`src/rtl/pftgm_pkg.sv`:
```
// ----------------------------------------------------------------------------
// pftgm_pkg: shared constants of the traffic gap monitor
// Table sizes, status and kind codes, register indexes.
// ----------------------------------------------------------------------------
`default_nettype none
package pftgm_pkg;
   localparam int FLOW_ENTRIES    = 64;
   localparam int SESSION_ENTRIES = 64;
   localparam int FLOW_IDX_W      = $clog2(FLOW_ENTRIES);
   localparam int SESS_IDX_W      = $clog2(SESSION_ENTRIES);
   localparam int KEY_W           = 49;

   localparam logic [1:0] KIND_ADDRESSED = 2'd0;
   localparam logic [1:0] KIND_AGGREGATE = 2'd1;
   localparam logic [1:0] KIND_SESSION   = 2'd2;

   localparam logic [2:0] ST_DISABLED   = 3'd0;
   localparam logic [2:0] ST_ZERO_LEN   = 3'd1;
   localparam logic [2:0] ST_SESS_OFF   = 3'd2;
   localparam logic [2:0] ST_CREATED    = 3'd3;
   localparam logic [2:0] ST_UPDATED    = 3'd4;
   localparam logic [2:0] ST_SESS_WRITE = 3'd5;
   localparam logic [2:0] ST_SESS_FULL  = 3'd6;

   localparam logic [0:0] REG_CAPTURE   = 1'd0;
   localparam logic [0:0] REG_THRESHOLD = 1'd1;

   localparam logic [31:0] RESET_THRESHOLD = 32'd100000000;
endpackage
`default_nettype wire

```
`src/rtl/pftgm_csr.sv`:
```
// ----------------------------------------------------------------------------
// pftgm_csr: configuration registers
// APB-style write/read of capture enable and stall threshold.
// ----------------------------------------------------------------------------
`default_nettype none
module pftgm_csr
   import pftgm_pkg::*;
(
   input  wire logic        clock,
   input  wire logic        reset,
   input  wire logic        psel,
   input  wire logic        penable,
   input  wire logic        pwrite,
   input  wire logic [2:0]  paddr,
   input  wire logic [31:0] pwdata,
   output logic [31:0]      prdata,
   output logic             capture_enable,
   output logic [31:0]      stall_threshold_ns
);
   logic        cap_ff, cap_in;
   logic [31:0] thr_ff, thr_in;
   logic        wr;

   assign wr = psel && penable && pwrite;

   always_comb begin
      cap_in = cap_ff;
      thr_in = thr_ff;
      if (wr && paddr[1:0] == 2'b00) begin
         case (paddr[2])
            REG_CAPTURE:   cap_in = pwdata[0];
            REG_THRESHOLD: thr_in = pwdata;
            default: ;
         endcase
      end
   end

   always_ff @(posedge clock) begin
      if (reset) begin
         cap_ff <= 1'b0;
         thr_ff <= RESET_THRESHOLD;
      end else begin
         cap_ff <= cap_in;
         thr_ff <= thr_in;
      end
   end

   always_comb begin
      prdata = '0;
      if (paddr[1:0] == 2'b00) begin
         case (paddr[2])
            REG_CAPTURE:   prdata = {31'd0, cap_ff};
            REG_THRESHOLD: prdata = thr_ff;
            default:       prdata = '0;
         endcase
      end
   end

   assign capture_enable     = cap_ff;
   assign stall_threshold_ns = thr_ff;
endmodule
`default_nettype wire

```
`config.mk`:
```
export PLATFORM = sky130hd
export DESIGN_NAME = pftgm_csr
export DESIGN_NICKNAME = d
export VERILOG_FILES = /design/src/rtl/pftgm_pkg.sv /design/src/rtl/pftgm_csr.sv
export SDC_FILE = /design/constraint.sdc
export NUM_CORES = 1
export LEC_CHECK = 0
export BUFFER_PORTS_ARGS = -buffer_cell sky130_fd_sc_hd__clkbuf_2
export CORE_AREA = 2 2 68 70
export CTS_BUF_LIST = sky130_fd_sc_hd__clkbuf_4
export CTS_CLUSTER_SIZE = 28
export DETAILED_ROUTE_END_ITERATION = 8
export DIE_AREA = 0 0 70 72
export PLACE_DENSITY = 0.74
export SLEW_MARGIN = 20
export SYNTH_ARGS = -nofsm -noshare
export SYNTH_HDL_FRONTEND = slang
export SYNTH_SLANG_ARGS = --single-unit
```
`constraint.sdc`:
```
create_clock -name clock -period 2.1 [get_ports clock]
set_clock_uncertainty 0.1 [all_clocks]
set_input_delay 0.315 -clock clock [delete_from_list [all_inputs] [get_ports clock]]
set_output_delay 0.315 -clock clock [all_outputs]
set_load 0.05 [all_outputs]
```
==> impl_metrics.ini, run 1 <==
[logic_synthesis]
synth.distinct_cells = 13
yosys-top-cells-area = dfxtp_1 39%, mux2i_1 20%, nand2b_1 15%
yosysMostFrequentCell = nand2b_1
synth_edf_count = 0
yosys_warnings = 0
seq_area_frac_synth_pct = 39.2
yosysTopAreaCell = dfxtp_1
mappedNetlistArea_sq_um = 1690
synth_async_sr_flop_share_pct = 0
yosysTopAreaCellShare_pct = 39.2
syn-num-nets = 222
synth_ff_type = dfxtp_1
synth_area_per_cell_sq_um = 9.26
synth-seq-cells = 33
synthCells = 182
synthTopCellsByCount = 41 x nand2b_1, 34 x mux2i_1, 33 x dfxtp_1, 31 x and2_1, 24 x nor2_1

[worst_setup_path]
required_ns = 1.68
cpMostUsedCell = clkbuf_2
worstPathCellList = clkbuf_2 -> nor3b_2 -> buf_4 -> and2_1 -> clkbuf_2
startpoint = paddr[1]
critical_path_class = in -> out
crit_slowest_cell = buf_4
start_kind = input port
cp-end-kind = output port
cp_data_arrival_time_ns = 1.38
crit_path_max_fanout = 31
r2r-start = stall_threshold_ns[16]
reg2reg_depth = 2
max_stage_delay_ns = 0.28

[clocking]
cts_buffers = 5
clock_latency_ns = 0.32
path_clk_slew_ns = 0.10
root_buffer = clkbuf_4
h-tree-depth = 2
ctsResizeCount = 0
cts_setup_buffers = 0
clkSinkCount = 33
postCtsHoldBufs = 0
cts_tree = built
clk_path_buf_depth = 2

[grt]
grt_pass1_wl_um = 6050
grtUsageTotal_pct = 15.0
antenna_found_initial = 0
grt_max_degree = 39
grt_pass1_vias = 1360
overflow = 0

[min_path]
hold_path.class = in -> reg
min_from = pwdata[19]
holdPathStages = 3

[place]
dpl.hpwl_um = 2800
port_buffers = 104
pre_cts_slack_ns = 0.283
finalWeightedCongestion = 0.736
postPlaceCellArea_sq_um = 2250
placed_cells = 328

[pwr]
power.density_nw_per_um2 = 496
ir_drop_v = 0.000355
finalPower_mw = 1.14
p_leak_nw = 1.05

[floorplan]
coreArea_sq_um = 4260
die_x_um = 70
die_h_um = 72
die_area_sq_um = 5040
num_rows = 24
start_util_pct = 39.5
design.portCount = 105

[cells_and_area]
seq_area_sq_um = 661
nets = 323
n_fill_cell = 415
multiInputGateArea_sq_um = 946
area_growth_syn_to_layout_pct = 36.7
stdcell_area_sq_um = 2300
layout-drive-gt1-share_pct = 41.3
fin_cells = 335
final_util_pct = 54.0
insertedDiodeCount = 0

[sta]
min_period_ns = 1.79
rsz0062_at_grt = no
relSlewSlack_pct = 72.3
tightest_slew_ns = 0.416
hold_violations = 0
slew_viol_final = 0
hold_slack_ns = 0.115
fmax_ghz = 0.558
setup_tns_ns = 0
finalWorstSetupSlack_ns = 0.307
finalSetupViolCount = 0
fin_crit_sh_pct = 85.4

[drt]
wl_per_cell_um = 11.3
antenna_left = 0
drc = 0
drtIter0Drc = 61
drt-total-wl_um = 3770
drtPass1Iterations = 4
vias = 1515
viasPerCell = 4.52

[job]
maxCapViolCount = 0

[outcome]
outcome = finished clean
layer usage:
layer / vias up / global-route usage (%) / share of wire, %
met5: - / 0 / 0
met4: 0 / 7.69 / 2.1
met3: 6 / 3.89 / 6.5
met2: 55 / 26.1 / 51
met1: 671 / 17.2 / 40
li1: 783 / - / -
final timing paths:
path              slack (ns)                     end
setup / recovery        0.31               prdata[9]
hold / removal          0.11  stall_threshold_ns[19]
setup reg to reg        1.37  stall_threshold_ns[16]
hold reg to reg         0.39   stall_threshold_ns[4]
cell families after synthesis:
logic type	Yosys count	synth area share, %
and+or+nand+nor	102	35.6
muxes	34	20.2
DFF	33	39.2
buffers and inverters	13	4.97
critical path, delay by kind of cell:
family / cells / cell delay (ns)
buffers and inverters: 3 / 0.68
and+or+nand+nor: 2 / 0.36
where the power goes:
group / switching, mW / total [mW] / internal (mW)
combinational: 0.106 / 0.176 / 0.0702
clock: 0.198 / 0.333 / 0.134
sequential: 0.00328 / 0.633 / 0.630
total: 0.308 / 1.14 / 0.835
final cells by class:
class	count	area share [%]
multi-input combinational	136	41.1
sequential	33	28.7
timing repair buffer	107	25.3
tap	52	2.82
clock buffer	6	1.96
clock inverter	1	0.163
flip-flops by register name, summed over array words and instances (netlist names):
name / cells
capture_enable: 1
stall_threshold_ns: 32
layout by cell type (no fill, tap or decap):
cell / netlist / final
nor3_4: 1 / 1
nor3b_2: 1 / 1
nand4_2: 1 / 1
buf_12: 0 / 3
clkinv_1: 0 / 1
nand2b_1: 41 / 41
clkbuf_2: 0 / 103
clkbuf_4: 0 / 6
and2_1: 31 / 31
dfxtp_1: 33 / 33
nor3_1: 2 / 1
nand4b_1: 1 / 1
nor2_1: 24 / 24
buf_4: 0 / 1
nor3_2: 0 / 1
mux2i_1: 34 / 34
Note: power is estimated with default switching activity, not from simulation.
==> run 2: changes to the inputs <==
--- a/config.mk
+++ b/config.mk
@@ -6,11 +6,11 @@
 export NUM_CORES = 1
 export LEC_CHECK = 0
 export BUFFER_PORTS_ARGS = -buffer_cell sky130_fd_sc_hd__clkbuf_2
-export CORE_AREA = 2 2 68 70
+export CORE_AREA = 2 2 56 85
 export CTS_BUF_LIST = sky130_fd_sc_hd__clkbuf_4
-export CTS_CLUSTER_SIZE = 28
+export CTS_CLUSTER_SIZE = 40
 export DETAILED_ROUTE_END_ITERATION = 8
-export DIE_AREA = 0 0 70 72
+export DIE_AREA = 0 0 58 87
 export PLACE_DENSITY = 0.74
 export SLEW_MARGIN = 20
 export SYNTH_ARGS = -nofsm -noshare
==> run 2 against run 1 <==
  * Global-route usage shrank 0.39 points
  * Routed wire length shrank 5.7%
  * Non-clock buffer count grew 1
  * Worst setup slack gained 0.023 ns
  * Critical path type unchanged
  * Combinational power is essentially flat
  * Sequential share of layout area grew 0.31 points
==> impl_metrics.ini, run 2 (synthesis gave the netlist of run 1 again) <==
[place]
dpl.hpwl_um = 2700
pre_cts_slack_ns = 0.309
port_buffers = 104
finalWeightedCongestion = 0.712
placed_cells = 325

[cells_and_area]
final_util_pct = 52.3
layout-drive-gt1-share_pct = 41.5
largest_reg_flops = 32
layout_commonest_cell = clkbuf_2
area_growth_syn_to_layout_pct = 35.2
insertedDiodeCount = 0
mostFrequentLayoutCells = 104 x clkbuf_2, 41 x nand2b_1, 34 x mux2i_1, 33 x dfxtp_1, 31 x and2_1
fin_cells = 332
n_fill_cell = 429
nets = 324

[sta]
hold_violations = 0
rsz0062_at_grt = no
fin_crit_sh_pct = 84.3
finalSetupViolCount = 0
tightest_slew_ns = 0.506
relSlewSlack_pct = 66.3
setup_tns_ns = 0
fmax_ghz = 0.565
min_period_ns = 1.77
hold_slack_ns = 0.113
slew_viol_final = 0
finalWorstSetupSlack_ns = 0.330

[worst_setup_path]
cp-end-kind = output port
crit_buf_inv = 3
crit_path_max_fanout = 31
cp_data_arrival_time_ns = 1.36
max_stage_delay_ns = 0.27
required_ns = 1.68
critical_path_class = in -> out
cpMostUsedCell = clkbuf_2
crit_slowest_cell = buf_4
worstPathCellList = clkbuf_2 -> nor3b_2 -> buf_4 -> and2_1 -> clkbuf_2
critPathTopFamily = buffers and inverters
start_kind = input port

[job]
maxCapViolCount = 0

[grt]
grtUsageTotal_pct = 14.7
grt_pass1_wl_um = 5750
grt_max_degree = 35
overflow = 0
grt_pass1_vias = 1330
antenna_found_initial = 0

[drt]
viasPerCell = 4.62
drtPass1Iterations = 4
wl_per_cell_um = 10.7
vias = 1534
drc = 0
drtIter0Drc = 28
antenna_left = 0
drt-total-wl_um = 3560

[floorplan]
die_area_sq_um = 5050
num_rows = 30
die_h_um = 87
start_util_pct = 38.7
die_x_um = 58
coreArea_sq_um = 4350
design.portCount = 105

[clocking]
clkSinkCount = 33
h-tree-depth = 2
cts_tree = built
clock_latency_ns = 0.33
clk_path_buf_depth = 2
path_clk_slew_ns = 0.10
cts_setup_buffers = 0
root_buffer = clkbuf_4
ctsResizeCount = 0
cts_buffers = 5
postCtsHoldBufs = 0

[pwr]
ir_drop_v = 0.000354
power.density_nw_per_um2 = 495
p_leak_nw = 1.05

[outcome]
outcome = finished clean

[min_path]
hold_path.class = in -> reg
run 2: changes by cell type in the layout (fill, tap and decap cells not counted):
cell and change:
buf_4 +2, clkinvlp_4 +1, clkbuf_2 +1, buf_12 -2
clkbuf_4 -1
run 2: final timing paths:
kind | cells past startpoint | end | startpoint | slack, ns
max reg2reg | 2 | stall_threshold_ns[0] | stall_threshold_ns[0] | 1.37
min reg2reg | 2 | stall_threshold_ns[17] | stall_threshold_ns[17] | 0.39
min | 3 | stall_threshold_ns[10] | pwdata[10] | 0.11
max | 5 | prdata[2] | paddr[1] | 0.33
run 2: stage by stage:
stage	power, mW	area [sq um]
after floorplan	0.760	1690
after global placement	0.823	2230
after detailed placement	0.825	2230
after CTS	1.16	2280
after global routing	1.20	2280
final	1.13	2280
run 2: cell type report:
cell class | instances | area, sq um | share of cell area [%]
clock buffer | 5 | 37.5 | 1.65
clock inverter | 2 | 11.3 | 0.494
multi-input combinational | 136 | 946 | 41.5
sequential | 33 | 661 | 29.0
tap | 48 | 60.1 | 2.64
timing repair buffer | 108 | 563 | 24.7
run 2: layer usage:
layer	global-route usage, %	vias to the layer above	part of all wire, %
met5	0	-	0
met4	6.98	0	1.4
met3	4.75	7	9.0
met2	25.3	69	51
met1	15.9	675	39
li1	-	783	-
run 2: where the power goes:
group | total [mW] | switching (mW) | internal (mW)
Combinational | 0.174 | 0.105 | 0.0699
Clock | 0.320 | 0.200 | 0.120
Sequential | 0.633 | 0.00327 | 0.630
run 2: tightest hold or removal path, delay by kind of cell:
family | cells | cell delay, ns
buffers and inverters | 1 | 0.08
muxes | 1 | 0.06
and+or+nand+nor | 1 | 0.05
==> run 3: changes to the inputs <==
==> constraint.sdc (replaced) <==
create_clock -name clock -period 1.7 [get_ports clock]
set_clock_uncertainty 0.1 [all_clocks]
set_input_delay 0.255 -clock clock [delete_from_list [all_inputs] [get_ports clock]]
set_output_delay 0.255 -clock clock [all_outputs]
set_load 0.05 [all_outputs]
==> run 3 against run 2 <==
  * Clock-buffer cell count rose by 1
  * Non-clock buffer count is 4 higher
  * Sequential share of layout area fell by 0.85 points
  * Flip-flop and latch count is the same
  * Clock power up 27%
  * Register-to-register slack got worse by 0.40 ns
  * Routed wire length grew 4.2%
  * Combinational power up 28%
  * Cell count up 1.2%
==> impl_metrics.ini, run 3 (synthesis gave the netlist of run 1 again) <==
[drt]
wl_per_cell_um = 11.0
vias = 1530
drtIter0Drc = 25
drc = 0
antenna_left = 0
drtPass1Iterations = 4
drt-total-wl_um = 3710
viasPerCell = 4.55

[clocking]
cts_tree = built
cts_buffers = 5
h-tree-depth = 2
postCtsHoldBufs = 0
clkSinkCount = 33
clock_latency_ns = 0.32
root_buffer = clkbuf_4
clk_path_buf_depth = 2
cts_setup_buffers = 0
path_clk_slew_ns = 0.10

[min_path]
hold_path.class = in -> reg

[worst_setup_path]
critical_path_class = in -> out
crit_path_max_fanout = 20
cp_data_arrival_time_ns = 1.23
required_ns = 1.34
cp-end-kind = output port
start_kind = input port

[floorplan]
coreArea_sq_um = 4350
start_util_pct = 38.7
num_rows = 30
die_h_um = 87
die_x_um = 58
die_area_sq_um = 5050
design.portCount = 105

[place]
pre_cts_slack_ns = 0.0926
placed_cells = 329
port_buffers = 104
postPlaceCellArea_sq_um = 2300
finalWeightedCongestion = 0.724
dpl.hpwl_um = 2860

[outcome]
outcome = finished clean

[cells_and_area]
seq_area_sq_um = 661
nets = 328
area_growth_syn_to_layout_pct = 39.3
mostFrequentLayoutCells = 101 x clkbuf_2, 41 x nand2b_1, 34 x mux2i_1, 33 x dfxtp_1, 31 x and2_1
stdcell_area_sq_um = 2350
largest_reg_flops = 32
n_fill_cell = 418
fin_cells = 336
layout_commonest_cell = clkbuf_2
insertedDiodeCount = 0
multiInputGateArea_sq_um = 952
layout-drive-gt1-share_pct = 42.4

[sta]
tightest_slew_ns = 0.285
finalSetupViolCount = 0
rsz0062_at_grt = no
min_period_ns = 1.59
fin_crit_sh_pct = 93.4
finalWorstSetupSlack_ns = 0.113
hold_violations = 0
relSlewSlack_pct = 80.4
fmax_ghz = 0.630
slew_viol_final = 0
setup_tns_ns = 0

[grt]
overflow = 0
grt.busiest_layer = met2
grtUsageMet3_pct = 5.05
use_met1_pct = 16.0
grt_pass1_vias = 1374
grt_max_degree = 42
antenna_found_initial = 0
grt_pass1_wl_um = 5890
grtUsageTotal_pct = 15.1
met2_usage_pct = 27.0

[pwr]
p_leak_nw = 1.08
ir_drop_v = 0.000560
power.density_nw_per_um2 = 601

[job]
maxCapViolCount = 0
run 3: cell types whose count changed in the layout (fill, tap and decap cells not counted):
| cell | previous run | this run |
|---|---|---|
| buf_4 | 3 | 7 |
| clkbuf_2 | 104 | 101 |
| buf_12 | 1 | 3 |
| clkbuf_4 | 5 | 7 |
| clkinvlp_4 | 1 | 0 |
| nor3_2 | 1 | 0 |
| nor3_4 | 1 | 2 |
run 3: layout make-up:
class / count / share of cell area [%]
multi-input combinational: 136 / 40.6
sequential: 33 / 28.1
timing repair buffer: 112 / 26.7
tap: 48 / 2.56
clock buffer: 6 / 1.92
clock inverter: 1 / 0.160
run 3: final timing paths:
kind / start / slack (ns) / cells past startpoint / end
hold / removal: pwdata[7] / 0.06 / 3 / stall_threshold_ns[7]
hold reg to reg: stall_threshold_ns[11] / 0.39 / 2 / stall_threshold_ns[11]
setup / recovery: paddr[2] / 0.11 / 5 / prdata[26]
setup reg to reg: stall_threshold_ns[0] / 0.97 / 2 / stall_threshold_ns[0]
run 3: per-stage QoR:
step           hold slack [ns]  total power [mW]  util, %
2_1_floorplan            0.310             0.939        -
3_3_place_gp             0.367              1.02     52.7
3_5_place_dp             0.378              1.02     52.7
4_1_cts                 0.0388              1.44     53.9
5_1_grt                 0.0453              1.50     53.9
6_report                0.0592              1.41     53.9
run 3: critical path, stage by stage:
cell	delay, ns
clkbuf_2	0.12
nor3b_2	0.19
buf_4	0.23
and2_1	0.15
clkbuf_2	0.27
run 3: what timing repair did:
action / 4_1_cts / 5_1_grt
hold endpoints to repair: 0 / 0
setup endpoints to repair: 0 / 1
gates resized for setup: 0 / 2
run 3: metal layers:
layer	part of all wire (%)	vias up
met5	0	-
met4	1.5	0
met3	9.2	7
met2	52	70
met1	38	664
li1	-	789
run 3: power by group:
part / switching (mW) / total (mW) / internal [mW]
logic: 0.132 / 0.222 / 0.0899
registers: 0.00401 / 0.782 / 0.778
clock network: 0.240 / 0.406 / 0.166
